`src/sv/tspb_pkg.sv`:
```
// shared types, constants and helpers for the tagged slot packet buffer
// no dependencies; imported by every module of the block but the ram
package tspb_pkg;

    localparam int SLOT_COUNT   = 4;
    localparam int PACKET_BYTES = 64;

    localparam int TAG_W   = 4;
    localparam int EP_W    = 3;
    localparam int DIR_BIT = 3;
    localparam int BYTE_W  = 8;
    localparam logic [BYTE_W-1:0] BYTE_MASK = 8'hFF;

    localparam int CNT_W   = $clog2(PACKET_BYTES + 1);
    localparam int SLOT_W  = (SLOT_COUNT > 1) ? $clog2(SLOT_COUNT) : 1;
    localparam int MEM_DEPTH = SLOT_COUNT * PACKET_BYTES;
    localparam int ADDR_W  = $clog2(MEM_DEPTH);

    typedef logic [TAG_W-1:0]  tag_t;
    typedef logic [CNT_W-1:0]  cnt_t;
    typedef logic [SLOT_W-1:0] slot_t;
    typedef logic [ADDR_W-1:0] addr_t;
    typedef logic [BYTE_W-1:0] byte_t;

    typedef enum logic [1:0] {
        REQ_PUSH  = 2'd0,
        REQ_PULL  = 2'd1,
        REQ_QUERY = 2'd2
    } req_e;

    typedef enum logic [1:0] {
        ST_IDLE,
        ST_EXEC,
        ST_STREAM
    } state_e;

    // outcome of one slot lookup
    typedef struct packed {
        logic  found;
        slot_t slot;
        cnt_t  fill;
        cnt_t  read_pos;
    } pick_t;

    // write-back of one slot's descriptor
    typedef struct packed {
        logic  en;
        slot_t slot;
        tag_t  tag;
        cnt_t  fill;
        cnt_t  read_pos;
    } slot_upd_t;

    // one result, read_byte comes from the byte memory when from_ram is set
    typedef struct packed {
        logic is_last;
        logic nothing_read;
        logic push_accepted;
        logic from_ram;
        cnt_t readable;
        cnt_t writable;
    } res_t;

    function automatic tag_t make_tag(input logic dir, input logic [EP_W-1:0] ep);
        tag_t t;
        t = '0;
        t[DIR_BIT] = dir;
        t[EP_W-1:0] = ep;
        return t;
    endfunction

    function automatic addr_t byte_addr(input slot_t slot, input cnt_t pos);
        return addr_t'(addr_t'(slot) * addr_t'(PACKET_BYTES)) + addr_t'(pos);
    endfunction

endpackage

```
`src/sv/tspb_ram.sv`:
```
// generic simple dual-port ram, one write and one registered read port
// no dependencies
module tspb_ram #(
    parameter int WIDTH = 8,
    parameter int DEPTH = 256
) (
    input  logic                     clk,
    input  logic                     we,
    input  logic [$clog2(DEPTH)-1:0] waddr,
    input  logic [WIDTH-1:0]         wdata,
    input  logic                     re,
    input  logic [$clog2(DEPTH)-1:0] raddr,
    output logic [WIDTH-1:0]         rdata
);

    logic [WIDTH-1:0] mem [DEPTH];

    always_ff @(posedge clk)
    begin
        if (we)
        begin
            mem[waddr] <= wdata;
        end
        if (re)
        begin
            rdata <= mem[raddr];
        end
    end

endmodule

```
`src/sv/tspb_slot_table.sv`:
```
// slot descriptors (tag, fill, read position) and the slot lookup
// depends on tspb_pkg
module tspb_slot_table (
    input  logic                       clk,
    input  logic                       rst_n,
    input  logic [tspb_pkg::EP_W-1:0]  endpoint,
    input  tspb_pkg::slot_upd_t        upd,
    output tspb_pkg::pick_t            pick_out,
    output tspb_pkg::pick_t            pick_in
);
    import tspb_pkg::*;

    tag_t tag_reg      [SLOT_COUNT];
    cnt_t fill_reg     [SLOT_COUNT];
    cnt_t read_pos_reg [SLOT_COUNT];

    pick_t pick [2];

    // last matching tag wins, otherwise the lowest empty slot
    always_comb
    begin
        tag_t  key;
        logic  hit;
        logic  empty;
        slot_t hit_idx;
        slot_t empty_idx;
        for (int k = 0; k < 2; k++)
        begin
            key       = make_tag(k[0], endpoint);
            hit       = 1'b0;
            empty     = 1'b0;
            hit_idx   = '0;
            empty_idx = '0;
            for (int i = 0; i < SLOT_COUNT; i++)
            begin
                if (tag_reg[i] == key)
                begin
                    hit     = 1'b1;
                    hit_idx = slot_t'(i);
                end
            end
            for (int i = SLOT_COUNT - 1; i >= 0; i--)
            begin
                if (fill_reg[i] == '0)
                begin
                    empty     = 1'b1;
                    empty_idx = slot_t'(i);
                end
            end
            pick[k].found    = hit | empty;
            pick[k].slot     = hit ? hit_idx : empty_idx;
            pick[k].fill     = fill_reg[pick[k].slot];
            pick[k].read_pos = read_pos_reg[pick[k].slot];
        end
    end

    assign pick_out = pick[0];
    assign pick_in  = pick[1];

    always_ff @(posedge clk or negedge rst_n)
    begin
        if (!rst_n)
        begin
            for (int i = 0; i < SLOT_COUNT; i++)
            begin
                tag_reg[i]      <= '0;
                fill_reg[i]     <= '0;
                read_pos_reg[i] <= '0;
            end
        end
        else if (upd.en)
        begin
            tag_reg[upd.slot]      <= upd.tag;
            fill_reg[upd.slot]     <= upd.fill;
            read_pos_reg[upd.slot] <= upd.read_pos;
        end
    end

endmodule

```
`src/sv/tagged_slot_packet_buffer.sv`:
```
// A push or a query is taken while busy is low; busy stays high for one execute cycle and the
// result strobe (valid) comes on the cycle after that, when a new transaction may already be
// taken. A pull keeps busy high through its execute state and one stream state per byte, and
// delivers its bytes on consecutive cycles, one per cycle through the single read port of the
// byte memory, each registered after its stream state; a pull that finds nothing gives one
// registered result from its execute state. An unused request code gives no result.
// Results are shown for one cycle only and cannot be held off, so the receiver must
// take every cycle on which valid is high.
//
// top level: sequencer, descriptor table and byte memory; depends on tspb_pkg,
// tspb_slot_table and tspb_ram
module tagged_slot_packet_buffer (
    input  logic                         clk,
    input  logic                         rst_n,
    input  logic                         start,
    output logic                         busy,
    input  logic [1:0]                   req_type,
    input  logic [tspb_pkg::EP_W-1:0]    endpoint,
    input  logic                         direction,
    input  tspb_pkg::byte_t              push_byte,
    input  tspb_pkg::cnt_t               pull_count,
    output logic                         valid,
    output tspb_pkg::byte_t              read_byte,
    output logic                         is_last,
    output logic                         nothing_read,
    output logic                         push_accepted,
    output tspb_pkg::cnt_t               readable_bytes,
    output tspb_pkg::cnt_t               writable_room
);
    import tspb_pkg::*;

    state_e state_reg, state_next;

    logic [1:0]       req_reg;
    logic [EP_W-1:0]  ep_reg;
    logic             dir_reg;
    byte_t            data_reg;
    cnt_t             count_reg;

    slot_t slot_reg, slot_next;
    cnt_t  pos_reg, pos_next;
    cnt_t  left_reg, left_next;

    logic valid_reg, valid_next;
    res_t res_reg, res_next;

    pick_t     pick_out, pick_in, sel;
    slot_upd_t upd;

    logic  mem_we, mem_re;
    addr_t mem_waddr, mem_raddr;
    byte_t mem_rdata;

    cnt_t avail;
    cnt_t n_bytes;
    cnt_t new_pos;

    tspb_slot_table u_slots (
        .clk      (clk),
        .rst_n    (rst_n),
        .endpoint (ep_reg),
        .upd      (upd),
        .pick_out (pick_out),
        .pick_in  (pick_in)
    );

    tspb_ram #(
        .WIDTH (BYTE_W),
        .DEPTH (MEM_DEPTH)
    ) u_bytes (
        .clk   (clk),
        .we    (mem_we),
        .waddr (mem_waddr),
        .wdata (data_reg),
        .re    (mem_re),
        .raddr (mem_raddr),
        .rdata (mem_rdata)
    );

    assign busy = (state_reg != ST_IDLE);
    assign sel  = dir_reg ? pick_in : pick_out;

    assign avail   = sel.fill - sel.read_pos;
    assign n_bytes = (count_reg == '0) ? sel.fill :
                     ((count_reg < avail) ? count_reg : avail);
    assign new_pos = sel.read_pos + n_bytes;

    always_comb
    begin
        state_next = state_reg;
        slot_next  = slot_reg;
        pos_next   = pos_reg;
        left_next  = left_reg;
        valid_next = 1'b0;
        res_next   = '0;
        upd        = '0;
        mem_we     = 1'b0;
        mem_waddr  = byte_addr(sel.slot, sel.fill);
        mem_re     = 1'b0;
        mem_raddr  = byte_addr(slot_reg, pos_reg);

        case (state_reg)
            ST_IDLE:
            begin
                if (start)
                begin
                    state_next = ST_EXEC;
                end
            end

            ST_EXEC:
            begin
                state_next = ST_IDLE;
                case (req_reg)
                    REQ_PUSH:
                    begin
                        valid_next       = 1'b1;
                        res_next.is_last = 1'b1;
                        if (sel.found)
                        begin
                            upd.en       = 1'b1;
                            upd.slot     = sel.slot;
                            upd.tag      = make_tag(dir_reg, ep_reg);
                            upd.fill     = sel.fill;
                            upd.read_pos = sel.read_pos;
                            if (sel.fill < cnt_t'(PACKET_BYTES))
                            begin
                                mem_we                 = 1'b1;
                                upd.fill               = sel.fill + cnt_t'(1);
                                res_next.push_accepted = 1'b1;
                            end
                        end
                    end

                    REQ_PULL:
                    begin
                        if (!sel.found || sel.fill == '0)
                        begin
                            valid_next            = 1'b1;
                            res_next.is_last      = 1'b1;
                            res_next.nothing_read = 1'b1;
                        end
                        else
                        begin
                            state_next = ST_STREAM;
                            slot_next  = sel.slot;
                            left_next  = n_bytes;
                            upd.en     = 1'b1;
                            upd.slot   = sel.slot;
                            upd.tag    = make_tag(dir_reg, ep_reg);
                            if (count_reg == '0)
                            begin
                                pos_next     = '0;
                                upd.fill     = '0;
                                upd.read_pos = '0;
                            end
                            else
                            begin
                                pos_next = sel.read_pos;
                                // drained slot starts over
                                if (new_pos >= sel.fill)
                                begin
                                    upd.fill     = '0;
                                    upd.read_pos = '0;
                                end
                                else
                                begin
                                    upd.fill     = sel.fill;
                                    upd.read_pos = new_pos;
                                end
                            end
                        end
                    end

                    REQ_QUERY:
                    begin
                        valid_next       = 1'b1;
                        res_next.is_last = 1'b1;
                        if (pick_in.found)
                        begin
                            res_next.readable = pick_in.fill - pick_in.read_pos;
                        end
                        if (pick_out.found)
                        begin
                            res_next.writable = cnt_t'(PACKET_BYTES) - pick_out.fill;
                        end
                    end

                    default:
                    begin
                        state_next = ST_IDLE;
                    end
                endcase
            end

            ST_STREAM:
            begin
                // byte arrives from the memory in the cycle after the read
                mem_re            = 1'b1;
                valid_next        = 1'b1;
                res_next.from_ram = 1'b1;
                pos_next          = pos_reg + cnt_t'(1);
                left_next         = left_reg - cnt_t'(1);
                if (left_reg == cnt_t'(1))
                begin
                    res_next.is_last = 1'b1;
                    state_next       = ST_IDLE;
                end
            end

            default:
            begin
                state_next = ST_IDLE;
            end
        endcase
    end

    always_ff @(posedge clk or negedge rst_n)
    begin
        if (!rst_n)
        begin
            state_reg <= ST_IDLE;
            valid_reg <= 1'b0;
            res_reg   <= '0;
        end
        else
        begin
            state_reg <= state_next;
            valid_reg <= valid_next;
            res_reg   <= res_next;
        end
    end

    always_ff @(posedge clk)
    begin
        if (state_reg == ST_IDLE && start)
        begin
            req_reg   <= req_type;
            ep_reg    <= endpoint;
            dir_reg   <= direction;
            data_reg  <= push_byte & BYTE_MASK;
            count_reg <= pull_count;
        end
        slot_reg <= slot_next;
        pos_reg  <= pos_next;
        left_reg <= left_next;
    end

    assign valid          = valid_reg;
    assign read_byte      = res_reg.from_ram ? mem_rdata : '0;
    assign is_last        = res_reg.is_last;
    assign nothing_read   = res_reg.nothing_read;
    assign push_accepted  = res_reg.push_accepted;
    assign readable_bytes = res_reg.readable;
    assign writable_room  = res_reg.writable;

endmodule

```
`config.mk`:
```
export PLATFORM = sky130hd
export DESIGN_NAME = tagged_slot_packet_buffer
export DESIGN_NICKNAME = d
export VERILOG_FILES = /design/src/sv/tspb_pkg.sv /design/src/sv/tspb_ram.sv /design/src/sv/tspb_slot_table.sv /design/src/sv/tagged_slot_packet_buffer.sv
export SDC_FILE = /design/constraint.sdc
export NUM_CORES = 2
export LEC_CHECK = 0
export BUFFER_PORTS_ARGS = -buffer_cell sky130_fd_sc_hd__buf_2
export CAP_MARGIN = 20
export CORE_MARGIN = 2
export CORE_UTILIZATION = 29
export CTS_CLUSTER_DIAMETER = 80
export DETAILED_ROUTE_END_ITERATION = 16
export SLEW_MARGIN = 15
export SYNTH_ARGS = -nofsm -noshare
export SYNTH_HDL_FRONTEND = slang
export SYNTH_SLANG_ARGS = --single-unit
export TNS_END_PERCENT = 5
```
`constraint.sdc`:
```
create_clock -name clk -period 13.1 [get_ports clk]
set_input_delay 1.965 -clock clk [delete_from_list [all_inputs] [get_ports clk]]
set_output_delay 1.965 -clock clk [all_outputs]
set_load 0.05 [all_outputs]
```
==> results.py <==
metrics = {
    "worst_setup_path": {
        "arrival_ns": 10.95,
        "worstSetupPathType": "register to register",
        "critPathSlowestCell": "o21a_1",
        "reg2reg_setup_slack_ns": 2.85,
        "critical-path-max-stage-delay_ns": 0.76,
        "start_kind": "register",
        "rr_startpoint": "ep_reg[0]",
        "end_kind": "register",
        "cpMostUsedCell": "ha_1",
        "crit_fanout": 20,
        "crit_required_ns": 13.81,
        "rr_worst_depth": 37,
        "worstReg2RegEnd": "u_slots.fill_reg[4]",
    },
    "yosys": {
        "synth_top_area_share_pct": 71.4,
        "postSynth.asyncResetShare_pct": 4.25,
        "ys.flop_type": "edfxtp_1",
        "synth_top_cell_by_area": "edfxtp_1",
        "ys_ff_latch": 2186,
        "synth-adder-area-share_pct": 0.560,
        "yosys.area_share.simple_pct": 2.71,
        "syn_area_um2": 88000,
        "muxShareOfSynthArea_pct": 18.9,
        "synthTopCellsByArea": "edfxtp_1 71%, mux4_2 18%, dfrtp_1 2.6%, nor2_1 1.4%, mux2_2 0.69%",
        "synth_edf_count": 2093,
        "synthCells": 4124,
        "synth_compound_area_share_pct": 1.73,
        "avgSynthCellArea_um2": 21.3,
        "synth_nets": 4185,
        "ys.warnings.count": 0,
        "synthXorXnorAreaFrac_pct": 0.586,
        "ys_types": 95,
        "synth_top_family_by_area": "multiplexers",
        "ys_seq_area_share_pct": 74.1,
    },
    "sta": {
        "fin_crit_sh_pct": 78.2,
        "fmax_mhz": 97.6,
        "worstMarginPinSlew_ns": 1.18,
        "finClkSkew_ns": 0.0595,
        "setup_viol": 0,
        "hold_violations": 0,
        "rsz0062_at_grt": "false",
        "slew_headroom_pct": 21.3,
        "setup_tns_ns": 0,
        "post-route-min-period_ns": 10.25,
        "slew_viol_final": 0,
        "hold_ws_ns": 0.530,
    },
    "worst_hold_path": {
        "hold_class": "register to register",
        "min_to": "u_slots.tag_reg[2]",
        "whs_path_depth": 1,
        "worstHoldStart": "u_slots.tag_reg[2]",
    },
    "clocking": {
        "clock-root-buffer": "clkbuf_16",
        "clk_latency_ns": 0.86,
        "cts_setup_buffers": 0,
        "cts_resized": 0,
        "clock_path_buffers": 3,
        "ctsHtreeMaxLevel": 4,
        "cts_sinks": 2186,
        "cts-buffers-inserted": 211,
        "cts_tree": "built",
        "clkTransAtPathRegs_ns": 0.06,
        "cts_hold_buf": 0,
    },
    "grt": {
        "grt_overflow": 0,
        "grt.total_usage_pct": 13.8,
        "grt_max_degree": 236,
        "grt_pass1_wl_mm": 313,
        "antenna_found_initial": 13,
        "grt_pass1_vias": 42500,
    },
    "pwr": {
        "vdd_drop_max_mv": 0.217,
        "power_density_nw_per_um2": 207,
        "leakagePower_uw": 0.0306,
    },
    "layout": {
        "largest_reg_flops": 2048,
        "seqCellArea_um2": 65200,
        "nNetsFinal": 4287,
        "drive_above_1_share_pct": 27.9,
        "areaGrowthSynthToFinish_pct": 13.5,
        "num-fill-cells": 28400,
        "multi_input_area_um2": 21600,
        "fin_cells": 8389,
    },
    "detailed_routing": {
        "vias_per_cell": 5.03,
        "drc": 0,
        "ant_nets": 0,
        "wl_per_cell_um": 25.8,
        "vias": 42200,
        "drt_iter0_drc": 5337,
        "wl_mm": 216,
        "dr.pass1.iters": 5,
    },
    "die": {
        "die_x_um": 555,
        "die_h_um": 555,
        "start_util_pct": 29.1,
        "io_pins": 51,
        "rows": 202,
        "dieArea_um2": 308000,
        "core_area_um2": 302000,
    },
    "placement": {
        "dp_hpwl_mm": 126,
        "portBuffers": 50,
        "dp_cells": 7988,
        "place_congestion": 0.870,
    },
    "run": {
        "maxCapViolCount": 0,
    },
    "run_status": {
        "outcome": "complete, no violations",
    },
}
how the worst max path moves through the flow:
stage,start,endpoint,depth (start not counted)
after global routing,ep_reg[0],u_slots.fill_reg[4],37
after CTS,ep_reg[0],u_slots.fill_reg[25],37
final,ep_reg[0],u_slots.fill_reg[4],37
after detailed placement,ep_reg[0],u_slots.fill_reg[25],37
after global placement,ep_reg[0],u_slots.fill_reg[4],37
after floorplan,ep_reg[2],u_slots.fill_reg[1],41
stage by stage:
step	setup slack, ns	utilization, %	power (uW)	cell area (um^2)
final	2.85	33.0	20700	99800
after global routing	2.22	33.0	21500	99800
after CTS	3.03	33.0	20800	99800
after detailed placement	3.03	30.7	14800	92900
after global placement	3.19	30.7	14800	92900
after floorplan	4.79	-	12800	88000
kinds of logic (layout without fill, tap and decap cells):
| logic type | after synthesis | count (layout) |
|---|---|---|
| fa+ha+maj | 40 | 40 |
| mux | 793 | 793 |
| compound gates | 213 | 213 |
| other cells | 0 | 5 |
| flops | 2186 | 2186 |
| xor+xnor | 58 | 58 |
| simple gates | 544 | 544 |
| buf+inv | 290 | 572 |
cell usage in the layout, fill, tap and decap left out, drive strengths merged, types with 39 or more instances in the layout:
| master | synthesis | routed |
|---|---|---|
| clkinv | 2 | 107 |
| nor2 | 331 | 331 |
| buf | 107 | 129 |
| clkbuf | 134 | 260 |
| mux2 | 59 | 59 |
| a21oi | 53 | 53 |
| o21ai | 39 | 39 |
| mux4 | 684 | 684 |
| edfxtp | 2093 | 2093 |
| mux2i | 50 | 50 |
| inv | 47 | 49 |
| nand2 | 85 | 85 |
| dfrtp | 93 | 93 |
area by class of cell:
cell class	count	share of cell area [%]
flip-flops and latches	2186	65.3
multi-input cells	1648	21.7
clock buffers	259	5.51
well taps	3978	4.99
clock inverters	134	1.34
repair buffers	130	1.02
inverters	49	0.184
diodes	5	0.0125
worst max-delay path, delay by kind of cell (launching register included):
kind / cells / cell delay (ns)
buffers and inverters: 3 / 0.29
AO/OA/AOI/OAI: 14 / 4.22
adder cells (fa/ha/maj): 6 / 1.49
XOR/XNOR: 4 / 0.96
multiplexers: 1 / 0.32
flip-flops: 1 / 0.56
AND/OR/NAND/NOR: 9 / 2.27
cell usage after synthesis, types with 13 or more instances:
library cell and instances:
nor2_1 328, o211ai_1 24, clkbuf_1 134, xnor2_1 28, nand3_1 33, nor3_1 14
edfxtp_1 2093, buf_1 60, o21ai_0 24, mux2_2 54, and3_1 13, and2_1 18
a21oi_1 52, xor2_1 29, dfrtp_1 93, buf_4 24, ha_1 37, mux4_2 684
inv_1 46, mux2i_1 47, nand2_1 85
metal layers:
| metal | vias to the layer above | track usage, % | part of all wire [%] |
|---|---|---|---|
| met2 | 1591 | 22.0 | 48 |
| met1 | 23000 | 19.8 | 43 |
| met4 | 6 | 2.82 | 1.7 |
| met3 | 242 | 2.51 | 7.3 |
| met5 | - | 0 | 0.019 |
| li1 | 17400 | - | - |
report_power, final:
part           total, uW  internal, uW  switching, uW  leakage (uW)
logic               6420          2520           3890       0.00729
clock network       6000          3360           2650       0.00331
registers           8260          8130            123        0.0200
Power figures use the tool's default switching activity.
